--- config.mk ---
export PLATFORM = sky130hd
export DESIGN_NAME = lpmm_queue
export DESIGN_NICKNAME = d
export VERILOG_FILES = /design/src/lpmm_queue.sv
export SDC_FILE = /design/constraint.sdc
export NUM_CORES = 1
export LEC_CHECK = 0
export ABC_CLOCK_PERIOD_IN_PS = 5500
export BUFFER_PORTS_ARGS = -buffer_cell sky130_fd_sc_hd__buf_2
export CAP_MARGIN = 20
export CORE_UTILIZATION = 30
export DETAILED_ROUTE_END_ITERATION = 10
export PLACE_DENSITY = 0.53
export SYNTH_ARGS = -nofsm -noshare
export SYNTH_HDL_FRONTEND = slang
export SYNTH_SLANG_ARGS = --single-unit
--- constraint.sdc ---
create_clock -name aclk -period 5.5 [get_ports aclk]
set_clock_uncertainty 0.05 [all_clocks]
set_input_delay 0.825 -clock aclk [delete_from_list [all_inputs] [get_ports aclk]]
set_output_delay 0.825 -clock aclk [all_outputs]
set_load 0.05 [all_outputs]
--- src/lpmm_queue.sv ---
// -----------------------------------------------------------------------------
// lpmm_queue
// Two-entry job queue between the loader and the partition engine.
// -----------------------------------------------------------------------------
module lpmm_queue #(
    parameter int WIDTH = 27
) (
    input  logic             aclk,
    input  logic             aresetn,
    input  logic             push,
    input  logic [WIDTH-1:0] push_data,
    input  logic             pop,
    output logic [WIDTH-1:0] head_data,
    output logic             empty,
    output logic             full
);

    logic [WIDTH-1:0] entry_reg [2];
    logic             wr_ptr_reg, wr_ptr_next;
    logic             rd_ptr_reg, rd_ptr_next;
    logic [1:0]       count_reg, count_next;

    // Advance pointers and occupancy
    always_comb begin
        wr_ptr_next = push ? ~wr_ptr_reg : wr_ptr_reg;
        rd_ptr_next = pop ? ~rd_ptr_reg : rd_ptr_reg;
        count_next  = count_reg;
        if (push && !pop) begin
            count_next = count_reg + 2'd1;
        end else if (pop && !push) begin
            count_next = count_reg - 2'd1;
        end
    end

    always_ff @(posedge aclk) begin
        if (push) begin
            entry_reg[wr_ptr_reg] <= push_data;
        end
        if (!aresetn) begin
            wr_ptr_reg <= 1'b0;
            rd_ptr_reg <= 1'b0;
            count_reg  <= 2'd0;
        end else begin
            wr_ptr_reg <= wr_ptr_next;
            rd_ptr_reg <= rd_ptr_next;
            count_reg  <= count_next;
        end
    end

    assign head_data = entry_reg[rd_ptr_reg];
    assign empty     = (count_reg == 2'd0);
    assign full      = count_reg[1];

endmodule

==> metrics.yaml <==
status: "finished clean"
std_cell_rows: 30
tightest_slew_ps: 643
antenna_left: 0
grt_setup_unrepaired: "no"
grt_max_degree: 28
drt_iter0_drc: 53
yosys-top-cells-count: "edfxtp_1, mux2_2, dfxtp_1"
synth-async-reset-ratio_pct: 0
dp_hpwl_um: 2530
dp.cells: 260
regArea_mm2: 0.00172
syn_avg_cell_area_um2: 20.6
cts_buffers: 9
fillers: 657
drc: 0
hold_start: "count_reg[1]"
grt_pass1_wl_um: 6020
cts_sinks: 59
worst-r2r-cell-count: 2
dieWidth_um: 86.9
cts_resized: 0
fmax_ghz: 0.367
clk_pin_slew_ps: 60
die_h_um: 86.9
root_buffer: "clkbuf_8"
final_cell_area_mm2: 0.00275
min_period_over_period_pct: 49.6
worst_slack_ps: 2770
synth_seq_area_share_pct: 79.6
pre_cts_ws_ps: 3090
synth-seq-cells: 59
die_area_mm2: 0.00756
ys.flop_type: "edfxtp_1"
syn-num-nets: 137
start_util_pct: 31.5
arrival_ps: 1850
finalHoldViolCount: 0
grt_remaining_overflow: 0
r2r-start: "wr_ptr_reg"
cts_setup_buffers: 0
r2r_slack_ps: 4280
gp_congestion: 0.632
synth_edf_count: 54
routedWlPerCell_um: 14.1
num_io_pins: 60
synthTopCellsByArea: "edfxtp_1, mux2_2, dfxtp_1"
min_to: "count_reg[1]"
drt-total-wl_um: 3880
drive_gt1_share_pct: 56.4
layout_min_cycle_time_ps: 2730
critPathKind: "register to primary output"
cts-htree-levels: 3
largest_reg_flops: 54
num_vias: 1154
final_nets: 207
yosysMostFrequentCell: "edfxtp_1"
cp_max_fo: 16
yosysWarnings: 0
clk_path_buf_depth: 2
antennaDiodeCount: 0
cap_violations: 0
relSlewSlack_pct: 57.1
start_kind: "register"
worstHoldPathCells: 2
via_per_inst: 4.20
slew_viol_final: 0
multi_input_area_um2: 413
powerDensity_mw_per_mm2: 368
p_leak_nw: 1.04
place_area_mm2: 0.00260
syn_to_final_growth_pct: 26.9
coreArea_mm2: 0.00687
yosysTopAreaCell: "edfxtp_1"
cts_tree: "yes"
syn-instance-count: 105
finalSetupViolCount: 0
grt_pass1_vias: 1235
synth_area_mm2: 0.00216
clk_latency_ps: 330
regToRegEndpoint: "entry_reg[0][13]"
finalSetupTns_ps: 0
crit_path_end_kind: "primary output"
antenna_found_initial: 0
required_ps: 4620
grt_usage_pct: 11.7
ys_types: 16
finalNonFillerCells: 275
ctsHoldBuffers: 0
dr.pass1.iters: 4
ir_worst_vdd_v: 0.000114
io_buffer_count: 59
fin_util_pct: 40.0
hold_class: "register to register"
post-synth-top-area-fraction_pct: 75.0
==> kinds of logic after synthesis <==
kind of cell	share of synthesized area, %
mux	14.1
flops	79.6
compound gates	0.925
fa+ha+maj	0.578
xor+xnor	1.21
simple gates	2.20
buf+inv	1.45
==> how the worst max path moves through the flow <==
stage,from,end,depth (start not counted)
after floorplan,push,entry_reg[0][0],1
after global placement,register,head_data[0],2
after detailed placement,register,head_data[0],3
after CTS,register,head_data[0],3
after global routing,register,head_data[0],3
final,register,head_data[0],3
==> layout by cell type (no fill, tap or decap), drive strengths merged <==
| cell | n |
|---|---|
| clkinv | 5 |
| o21ai | 1 |
| inv | 1 |
| ha | 1 |
| clkbuf | 10 |
| or3 | 1 |
| and2 | 4 |
| xor2 | 2 |
| mux2 | 27 |
| buf | 62 |
| nor2 | 1 |
| a21boi | 1 |
| xnor2 | 1 |
| o21a | 1 |
| nor2b | 2 |
| edfxtp | 54 |
| dfxtp | 5 |
==> through the flow <==
stage,hold slack (ps),power [mW]
global route,528,1.06
detailed placement,478,0.715
finish,483,1.01
floorplan,505,0.667
CTS,492,1.03
global placement,427,0.706
==> cell type report <==
class	count	area share, %
Clock buffer	10	4.65
Clock inverter	5	0.775
Inverter	1	0.137
Multi-Input combinational cell	42	15.0
Sequential cell	59	62.7
Tap cell	96	4.38
Timing Repair Buffer	62	12.3
==> power by group <==
| part | switching [mW] | internal, mW | total [mW] |
|---|---|---|---|
| sequential | 0.0110 | 0.517 | 0.528 |
| clock | 0.153 | 0.154 | 0.307 |
| combinational | 0.120 | 0.0546 | 0.175 |
| total | 0.284 | 0.726 | 1.01 |
==> per-layer routing <==
layer / track usage [%] / share of wire (%) / wire, um / up-vias
met3: 4.74 / 5.5 / 213 / 10
met2: 18.6 / 53 / 2050 / 40
met1: 12.6 / 39 / 1510 / 560
met5: 0 / 0 / 0 / -
met4: 8.64 / 2.6 / 99 / 0
li1: - / - / - / 544
==> critical path, stage by stage, from the launching register on <==
cell and delay (ps):
dfxtp_1 730, buf_16 230, mux2_2 350, buf_2 210
No activity file was read; power rests on OpenSTA's default activity.
