`config.mk`:
```
export PLATFORM = sky130hd
export DESIGN_NAME = lpmm_ram
export DESIGN_NICKNAME = d
export VERILOG_FILES = /design/src/lpmm_ram.sv
export SDC_FILE = /design/constraint.sdc
export NUM_CORES = 2
export LEC_CHECK = 0
export ABC_CLOCK_PERIOD_IN_PS = 9550
export BUFFER_PORTS_ARGS = -buffer_cell sky130_fd_sc_hd__buf_2
export CAP_MARGIN = 40
export CORE_MARGIN = 2
export CORE_UTILIZATION = 55
export DETAILED_ROUTE_END_ITERATION = 10
export GPL_TIMING_DRIVEN = 0
export PLACE_DENSITY_LB_ADDON = 0.15
export SYNTH_ARGS = -nofsm -noshare
export SYNTH_HDL_FRONTEND = slang
export SYNTH_SLANG_ARGS = --single-unit
```
`constraint.sdc`:
```
create_clock -name aclk -period 9.55 [get_ports aclk]
set_input_delay 0.955 -clock aclk [delete_from_list [all_inputs] [get_ports aclk]]
set_output_delay 0.955 -clock aclk [all_outputs]
set_load 0.02 [all_outputs]
```
`src/lpmm_ram.sv`:
```
// -----------------------------------------------------------------------------
// lpmm_ram
// Generic single-write, single-read RAM with registered read data.
// -----------------------------------------------------------------------------
module lpmm_ram #(
    parameter int WIDTH = 18,
    parameter int DEPTH = 128,
    localparam int AW = (DEPTH > 1) ? $clog2(DEPTH) : 1
) (
    input  logic             aclk,
    input  logic             wr_en,
    input  logic [AW-1:0]    wr_addr,
    input  logic [WIDTH-1:0] wr_data,
    input  logic             rd_en,
    input  logic [AW-1:0]    rd_addr,
    output logic [WIDTH-1:0] rd_data
);

    logic [WIDTH-1:0] mem_reg [DEPTH];
    logic [WIDTH-1:0] rd_data_reg;

    // Write port and registered read port
    always_ff @(posedge aclk) begin
        if (wr_en) begin
            mem_reg[wr_addr] <= wr_data;
        end
        if (rd_en) begin
            rd_data_reg <= mem_reg[rd_addr];
        end
    end

    assign rd_data = rd_data_reg;

endmodule

```
==> results.md <==
- Post-route DRC: 0
- Clk slew on worst S/H paths: about 0.06 ns
- Syn Nets: between 3k and 4k
- Post-CTS setup buffers: 0
- Post-synth ARST share: 0%
- Required @ worst endpoint: slightly above 10 ns
- Initial antenna violation count: 27
- Slew @ Worst Pin: about 1.1 ns
- Top-area cell type share of the netlist area: 78.9%
- DR vias/cell: 6.42
- Drt wl/cell: 33.9 um
- Syn Area/Cell: around 26 sq um
- Clk_lat worst skew: approximately 0.84 ns
- Finish-stage setup viols: 0
- Delay-heaviest family, CP: multiplexers
- Most frequent cell after synthesis: edfxtp_1
- Setup crit start kind: input port
- Post-route ant nets: 0
- Post-CTS Resized: 0
- Crit path buf inv count: 3
- Fill cells: slightly above 10k
- Crit path cell chain: clkbuf_1 -> clkbuf_2 -> clkbuf_1 -> mux4_2 -> mux4_2 -> mux4_2 -> mux2_2
- Share of cells above drive strength 1: 36.7%
- Die Y: about 400 um
- I/O Pins: 53
- Worst min-delay path class: input port to flip-flop
- CP Capture Type: flip-flop
- Clock skew: 0.0237 ns
- Time the worst path needs with I/O delays and setup: 4.24 ns
- Crit path arrival time: about 4.8 ns
- Max stage delay cell, worst path: clkbuf_2
- Mapped Area: 88400 sq um
- Seq cells post-synth: approximately 2.3k
- Leak: roughly 0.031 uW
- First-pass GRT wire length: between 200000 and 300000 um
- Max-cap viol count: 0
- Yosys top cell by area: edfxtp_1
- Grt total ovfl: 0
- GPL Wtd Cong: 0.863
- Cells after Synth: 3449
- CTS sink cnt: between 2k and 2.5k
- Final nets: roughly 3.9k
- P&R area growth vs syn: 15.1%
- Total chip power: a little over 20000 uW
- Crit-path max cell delay: between 0.7 and 0.8 ns
- Crit path from: rd_addr[2]
- Reg-to-Reg Start: mem_reg[6][4]$_DFFE_PP_
- Vias in the first global route: 40.7k
- Status: completed
- Worst VDD drop: 0.194 mV
- Maximum buffer depth of the clock tree: 3
- Core Box Area: 160000 sq um
- IO buf count: 41
- Dominant cells by area after synthesis: edfxtp_1, mux4_2, nor2_1, clkbuf_1, buf_2
- Tcrit/Tclk final: 44.4%
- Max FO, Critical Path: 10
- RSZ-0062 raised after global routing: false
- Pwr dens: 204 nW/um^2
- Pin count of the biggest net entering global routing: between 90 and 100
- Setup TNS: 0 ns
- Die area: between 150000 and 200000 sq um
- Most common cell on crit path: mux4_2
- Dpl hpwl: around 150000 um
- Worst slew margin: a little over a quarter
- DIE WIDTH: around 400 um
- GRT Total Usage: about a quarter
- Root buffer cell: clkbuf_16
- CTS tree: yes
- YS warnings: 0
- DR iter-0 viols: 5775
- Via count: about 40k
- Setup CP Type: input port to flip-flop
- Number of distinct library cells after synthesis: 16
- Min-delay src: wr_data[15]
- Max FFs per register: around 2.3k
- Starting Density: 55.2%
- Synth Flop Type: edfxtp_1
- Post-synthesis sequential area ratio: around four fifths
- Final Slew Violations: 0
- Final wirelength: approximately 210000 um
- Post-synth EDFFs: around 2.3k
- CTS Buf Count: between 200 and 250
- Achievable Freq: between 200 and 250 MHz
- Hold Vio Cnt, Final: 0
- CTS Hold Buffers Added: 0
- H-tree depth: 4
- DR pass1 iterations: 5
- Post-synth top cells: edfxtp_1, mux4_2, nor2_1
- Row count: roughly 150
## layout by cell type, fill, tap and decap left out, drive strengths merged
| cell type | n |
|---|---|
| nor3 | 9 |
| nand2b | 2 |
| nor2 | 122 |
| clkinvlp | 6 |
| edfxtp | 2322 |
| diode | 23 |
| clkinv | 88 |
| nand2 | 14 |
| nor2b | 7 |
| mux4 | 756 |
| buf | 323 |
| or3 | 1 |
| inv | 3 |
| clkbuf | 379 |
| nand4 | 3 |
| bufinv | 17 |
| nand3 | 12 |
| mux2 | 18 |
## power breakdown
group / internal [uW] / switching [uW] / leakage (uW) / total, uW
sequential: 11300 / 14.7 / 0.0209 / 11300
combinational: 443 / 699 / 0.00708 / 1140
clock: 4780 / 3580 / 0.00336 / 8360
## layout make-up
class,count,area (sq um),area share (%)
plain buffers,183,786,0.772
diodes,23,57.6,0.0566
clock inverters,114,1010,0.992
clock buffers,283,5890,5.79
well taps,2160,2700,2.66
flip-flops and latches,2322,69700,68.5
multi-input cells,944,18300,18.0
repair buffers,236,3300,3.24
## cell families (layout without fill, tap and decap cells)
group | after synthesis | after routing | synth area share, %
other | 0 | 23 | 0
multiplexers | 774 | 774 | 19.5
buffers and inverters | 183 | 816 | 0.876
AND/OR/NAND/NOR | 170 | 170 | 0.788
flip-flops | 2322 | 2322 | 78.9
## stage by stage
step	util, %	setup slack (ns)	cell area, sq um	cells	hold WS (ns)
CTS	63.4	5.43	102000	6239	0.531
global route	63.5	5.27	102000	6244	0.569
finish	63.5	5.31	102000	6265	0.589
global placement	57.0	3.23	91300	5650	1.24
floorplan	-	5.90	88400	3449	1.05
detailed placement	59.1	4.56	94700	5842	1.24
## layer usage
metal	share of wire (%)	GRT usage, %	vias up
met5	0	0	-
met4	2.9	7.60	0
met3	10	5.64	308
met2	48	41.8	2153
met1	39	38.0	21700
li1	-	-	16100
## final timing paths
| kind | end | slack, ns | cells past startpoint |
|---|---|---|---|
| max | rd_data[4]$_DFFE_PP_ | 5.31 | 7 |
| min | mem_reg[117][15]$_DFFE_PP_ | 0.59 | 1 |
| max reg2reg | rd_data[4]$_DFFE_PP_ | 6.81 | 4 |
| min reg2reg | rd_data[9]$_DFFE_PP_ | 1.25 | 4 |
No activity file was read; power rests on OpenSTA's default activity.
