[src/lpmm_pkg.sv]
// -----------------------------------------------------------------------------
// lpmm_pkg
// Fixed widths and limits shared by the painter's-partition block.
// -----------------------------------------------------------------------------
package lpmm_pkg;

    // Prefix sums and loads are 18 bits and saturate at all ones.
    localparam int SUM_W = 18;
    localparam logic [SUM_W-1:0] SUM_MAX = {SUM_W{1'b1}};

    // Width of the painters configuration register.
    localparam int PAINTERS_W = 5;

endpackage

[src/lpmm_front.sv]
// -----------------------------------------------------------------------------
// lpmm_front
// Board loader: accepts lengths, builds saturating prefix sums into the
// current bank and queues one job per set when the last board arrives.
// -----------------------------------------------------------------------------
module lpmm_front #(
    parameter int MAX_BOARDS  = 64,
    parameter int LENGTH_BITS = 12,
    localparam int IDX_W = $clog2(MAX_BOARDS + 1),
    localparam int JOB_W = 1 + IDX_W + 1 + lpmm_pkg::SUM_W
) (
    input  logic                      aclk,
    input  logic                      aresetn,
    input  logic                      s_valid,
    output logic                      s_ready,
    input  logic [LENGTH_BITS-1:0]    s_length,
    input  logic                      s_last,
    input  logic                      q_full,
    output logic                      q_push,
    output logic [JOB_W-1:0]          q_push_data,
    output logic                      pre_wr_en,
    output logic [IDX_W:0]            pre_wr_addr,
    output logic [lpmm_pkg::SUM_W-1:0] pre_wr_data
);

    localparam int AW = ((lpmm_pkg::SUM_W > LENGTH_BITS) ? lpmm_pkg::SUM_W : LENGTH_BITS) + 1;

    logic                       bank_reg, bank_next;
    logic [IDX_W-1:0]           count_reg, count_next;
    logic [lpmm_pkg::SUM_W-1:0] sum_reg, sum_next;
    logic                       ovf_reg, ovf_next;

    logic                       fire;
    logic                       room;
    logic [AW-1:0]              raw_sum;
    logic [lpmm_pkg::SUM_W-1:0] sat_sum;
    logic [IDX_W-1:0]           count_inc;

    // Take a board only when a bank is free for it
    assign s_ready = aresetn && !q_full;
    assign fire    = s_valid && s_ready;
    assign room    = (count_reg < IDX_W'(MAX_BOARDS));

    // Saturating add of the new board onto the running sum
    assign raw_sum   = AW'(sum_reg) + AW'(s_length);
    assign sat_sum   = (raw_sum > AW'(lpmm_pkg::SUM_MAX)) ? lpmm_pkg::SUM_MAX
                                                          : raw_sum[lpmm_pkg::SUM_W-1:0];
    assign count_inc = count_reg + IDX_W'(1);

    assign pre_wr_en   = fire && room;
    assign pre_wr_addr = {bank_reg, count_inc};
    assign pre_wr_data = sat_sum;

    // Update set state; close the set on the last board
    always_comb begin
        bank_next   = bank_reg;
        count_next  = count_reg;
        sum_next    = sum_reg;
        ovf_next    = ovf_reg;
        q_push      = 1'b0;
        q_push_data = {bank_reg, count_reg, ovf_reg, sum_reg};
        if (fire) begin
            if (room) begin
                count_next = count_inc;
                sum_next   = sat_sum;
            end else begin
                ovf_next = 1'b1;
            end
            if (s_last) begin
                q_push      = 1'b1;
                q_push_data = {bank_reg, count_next, ovf_next, sum_next};
                bank_next   = ~bank_reg;
                count_next  = '0;
                sum_next    = '0;
                ovf_next    = 1'b0;
            end
        end
    end

    always_ff @(posedge aclk) begin
        if (!aresetn) begin
            bank_reg  <= 1'b0;
            count_reg <= '0;
            sum_reg   <= '0;
            ovf_reg   <= 1'b0;
        end else begin
            bank_reg  <= bank_next;
            count_reg <= count_next;
            sum_reg   <= sum_next;
            ovf_reg   <= ovf_next;
        end
    end

endmodule

[config.mk]
export PLATFORM = sky130hd
export DESIGN_NAME = lpmm_front
export DESIGN_NICKNAME = d
export VERILOG_FILES = /design/src/lpmm_pkg.sv /design/src/lpmm_front.sv
export SDC_FILE = /design/constraint.sdc
export NUM_CORES = 1
export LEC_CHECK = 0
export BUFFER_PORTS_ARGS = -buffer_cell sky130_fd_sc_hd__buf_2
export CAP_MARGIN = 20
export CORE_UTILIZATION = 48
export DETAILED_ROUTE_END_ITERATION = 10
export PLACE_DENSITY = 0.79
export SETUP_SLACK_MARGIN = 0.05
export SLEW_MARGIN = 20
export SYNTH_ARGS = -nofsm -noshare
export SYNTH_HDL_FRONTEND = slang
export SYNTH_SLANG_ARGS = --single-unit
export TNS_END_PERCENT = 50
[constraint.sdc]
create_clock -name aclk -period 2.2 [get_ports aclk]
set_input_delay 0.22 -clock aclk [delete_from_list [all_inputs] [get_ports aclk]]
set_output_delay 0.22 -clock aclk [all_outputs]
set_load 0.1 [all_outputs]
==> results of run 1 <==
==> metrics by stage <==
| step | setup TNS (ns) | worst slack, ns | utilization | hold WS [ns] | cell area, µm² |
|---|---|---|---|---|---|
| floorplan | -15.30 | -0.6492 | - | 0.4386 | 2902 |
| global placement | -3.617 | -0.2100 | 0.9128 | 0.4528 | 4425 |
| detailed placement | -6.357 | -0.3153 | 0.9128 | 0.4950 | 4425 |
==> cell families after synthesis <==
kind of cell	Yosys count	synth area share
AOI/OAI and AO/OA	117	0.3372
muxes	7	0.03176
buffers and inverters	29	0.05544
and+or+nand+nor	103	0.2051
DFF	27	0.2177
xor gates and xnor gates	21	0.07409
adders and majority gates	15	0.07863
==> impl_metrics.toml, run 1 <==
[synth]
netlist_instances = 319
yosys_register_bits = 27
avgSynthCellArea_um2 = 7.782
yosys.area.top_type = "dfxtp_1"
synth.most_common_cell = "nand2_1"
synth_area_leaders = "dfxtp_1 22%, ha_1 7.1%, a21oi_1 6.5%"
synthArstFlopShare = 0
ys_top_cells_by_count = "38 x nand2_1, 32 x a21oi_1, 27 x dfxtp_1"
yosysSeqAreaShare = 0.2177
synth_top_area_share = 0.2177
synth_area_mm2 = 0.002482
synth_cell_types = 63
ys_warn_count = 0
synth-edff-count = 0
synthFlopType = "dfxtp_1"
synth_nets = 351

[clock_network]
clkSinkCount = 27
cts_max_level = 1
cts_hold_buf = 0
cts_setup_buffers = 11
root_buffer = "clkbuf_8"
cts_resized = 98
clockBufferDepth = 2
cts_buffers = 3

[floorplanning]
ios = 73
num_rows = 25
die_h_um = 73.92
die_w_um = 73.92
initial_utilization = 0.5120

[status]
tool.error = "[ERROR DPL-0038] Utilization greater than 100%, impossible to legalize"
stop_stage = "clock tree synthesis"
outcome = "stopped before the end"

[placement]
dp_cells = 521
place.gp.congestion = 0.9243
place_hpwl_um = 8527
portBuffers = 72
==> inputs of run 2 (changes only) <==
--- a/config.mk
+++ b/config.mk
@@ -7,10 +7,9 @@
 export LEC_CHECK = 0
 export BUFFER_PORTS_ARGS = -buffer_cell sky130_fd_sc_hd__buf_2
 export CAP_MARGIN = 20
-export CORE_UTILIZATION = 48
+export CORE_UTILIZATION = 35
 export DETAILED_ROUTE_END_ITERATION = 10
-export PLACE_DENSITY = 0.79
-export SETUP_SLACK_MARGIN = 0.05
+export PLACE_DENSITY_LB_ADDON = 0.15
 export SLEW_MARGIN = 20
 export SYNTH_ARGS = -nofsm -noshare
 export SYNTH_HDL_FRONTEND = slang
==> constraint.sdc (replaced) <==
create_clock -name aclk -period 2.86 [get_ports aclk]
set_input_delay 0.286 -clock aclk [delete_from_list [all_inputs] [get_ports aclk]]
set_output_delay 0.286 -clock aclk [all_outputs]
set_load 0.1 [all_outputs]
==> run 2 against run 1 <==
Effect of this change:
- the flow now finishes without violations
- synthesized cell count did not move
- synthesized area did not move
==> impl_metrics.toml, run 2 <==
[timing]
worst_hold_slack_ns = 0.4292
fin_crit_sh = 0.9868
hold_viol_final = 0
grt_setup_unrepaired = "yes"
fin_crit_ns = 2.822
max-slew-margin-rel = 0.6399
skew_ns = 0.007951
setup_viol = 0
final_max_slew_viol_count = 0
fmax_mhz = 354.3
worst-slew-pin-transition_ns = 0.5393

[global_routing]
top_usage_layer = "met2"
grtUsageMet2 = 0.3384
grt_first_pass_wirelength_um = 12210
gr-usage-met1 = 0.2914
grt_start_max_net_pins = 23
antenna_found_initial = 0
overflow = 0
track_usage = 0.2065
use_met3 = 0.02190
grt_pass1_vias = 2482

[clock_network]
clkSinkCount = 27
clkSlewWorstSetupHoldPaths_ns = 0.11
cts_buffers = 3
root_buffer = "clkbuf_8"
cts_max_level = 1
worstSkewPairLatency_ns = 0.29
cts_tree = "done"
clockBufferDepth = 2
cts_hold_buf = 0

[detailed_routing]
drtPass1Iterations = 4
drtIter0Drc = 179
drc = 0
ant_nets = 0
avgViaCountPerCell = 5.339
via_count = 2696
wl_per_cell_um = 15.08
wirelength_um = 7617

[layout]
drive_above_1_share = 0.4156
layoutNonFillerInstCount = 505
layout_commonest_cell = "nand2_1"
largest_register_ffs = 18
finalNetCount = 442
final_cell_mix = "38 x nand2_1, 35 x buf_2, 31 x buf_4"
synthToLayoutAreaGrowth_pct = 59.02
n_antenna_cell = 0

[placement]
portBuffers = 72
place_hpwl_um = 5727
dp_cells = 495
place.gp.congestion = 0.8769

[synth]
yosys.area.top_type = "dfxtp_1"
synth_area_leaders = "dfxtp_1 22%, ha_1 7.1%, a21oi_1 6.5%"
synth_area_mm2 = 0.002482
synth_cell_types = 63
avgSynthCellArea_um2 = 7.782
synth-edff-count = 0
synth.most_common_cell = "nand2_1"
yosysSeqAreaShare = 0.2177
synth_top_area_share = 0.2177
yosys_register_bits = 27
ys_warn_count = 0
synthFlopType = "dfxtp_1"
synthArstFlopShare = 0
ys_top_cells_by_count = "38 x nand2_1, 32 x a21oi_1, 27 x dfxtp_1"
netlist_instances = 319
synth_nets = 351

[power_and_ir_drop]
power_leakage_uw = 0.001672
peakVddDrop_mv = 0.1977
power-per-cell-area_mw_per_mm2 = 308.8

[floorplanning]
ios = 73
initial_utilization = 0.3634
die_w_um = 86.22
coreArea_mm2 = 0.006832
num_rows = 30
die_h_um = 86.22
dieArea_mm2 = 0.007433

[worst_setup_path]
cp_slowest_cell = "dfxtp_4"
path_max_fanout = 4
crit_path_start = "sum_reg[0]"
worstPathRequired_ns = 2.57
startpoint_type = "flip-flop"
crit_path_end_kind = "primary output"
worst-setup-path-type = "reg2out"
crit_buf_inv = 1
critical_path.top_delay_family = "compound AO/OA/AOI/OAI gates"
worst_path_largest_cell_delay_ns = 0.38
path_cells = "ha_4 -> fa_2 -> a211oi_2 -> o21a_2 -> a21o_4 -> a21oi_4 -> or2_1 -> mux2_4 -> buf_12"
crit_arrival_ns = 2.54
reg2reg_from = "sum_reg[6]"

[min_path]
hold_class = "in2reg"
hold_start = "s_last"

[status]
outcome = "finished, final reports clean"

[run]
maxCapViolCount = 0
## run 2: cell counts after synthesis
Identical to the previous run, type by type.
## run 2: worst min-delay path: stages
cell and delay (ns):
buf_2 0.15, nor3_1 0.07, a21oi_1 0.11, nor2b_1 0.05
## run 2: metrics by stage
step	setup TNS [ns]	instance area (µm²)	utilization	worst slack, ns	power, µW
5_1_grt	-0.1840	3948	0.5778	-0.05021	1271
6_report	0	3948	0.5778	0.03789	1219
3_3_place_gp	0	3633	0.5319	0.08398	947.4
2_1_floorplan	-7.028	2626	-	-0.6895	799.5
3_5_place_dp	0	3633	0.5319	0.06036	950.0
4_1_cts	-0.04066	3737	0.5471	-0.03469	1199
## run 2: kinds of logic (layout without fill, tap and decap cells)
kind of cell,after synthesis,after routing,synth area share
XOR/XNOR,21,21,0.07409
AO/OA/AOI/OAI,117,117,0.3372
flip-flops,27,27,0.2177
multiplexers,7,7,0.03176
adder cells (fa/ha/maj),15,15,0.07863
buffers and inverters,29,119,0.05544
AND/OR/NAND/NOR,103,103,0.2051
## run 2: final timing paths
path | end | slack [ns] | cells after the start
worst max register to register | sum_reg[17] | 0.56 | 9
worst min-delay path | count_reg[6] | 0.43 | 4
worst min register to register | ovf_reg | 0.50 | 2
worst max-delay path | q_push_data[2] | 0.04 | 9
## run 2: power breakdown
part	internal [µW]	total [µW]	switching (µW)
Clock	99.5	244	144
Combinational	177	585	408
Sequential	382	389	7.68
## run 2: what timing repair did
item | CTS | global route
setup buffers | 2 | 4
gates resized for setup | 12 | 41
pin swaps | 4 | 2
endpoints found under the setup margin | 21 | 26
## run 2: area by class of cell
class,count,area [µm²]
inverters,13,48.80
repair buffers,102,1069
fillers,630,2884
multi-input cells,263,2117
well taps,96,120.1
clock inverters,1,7.507
flip-flops and latches,27,544.3
clock buffers,3,41.29
## run 2: per-layer routing
layer / wire [µm] / vias to the layer above
li1: - / 1329
met1: 3667 / 1291
met2: 3606 / 67
met3: 272 / 9
met4: 71 / 0
met5: 0 / -
Note: power is estimated with default switching activity, not from simulation.
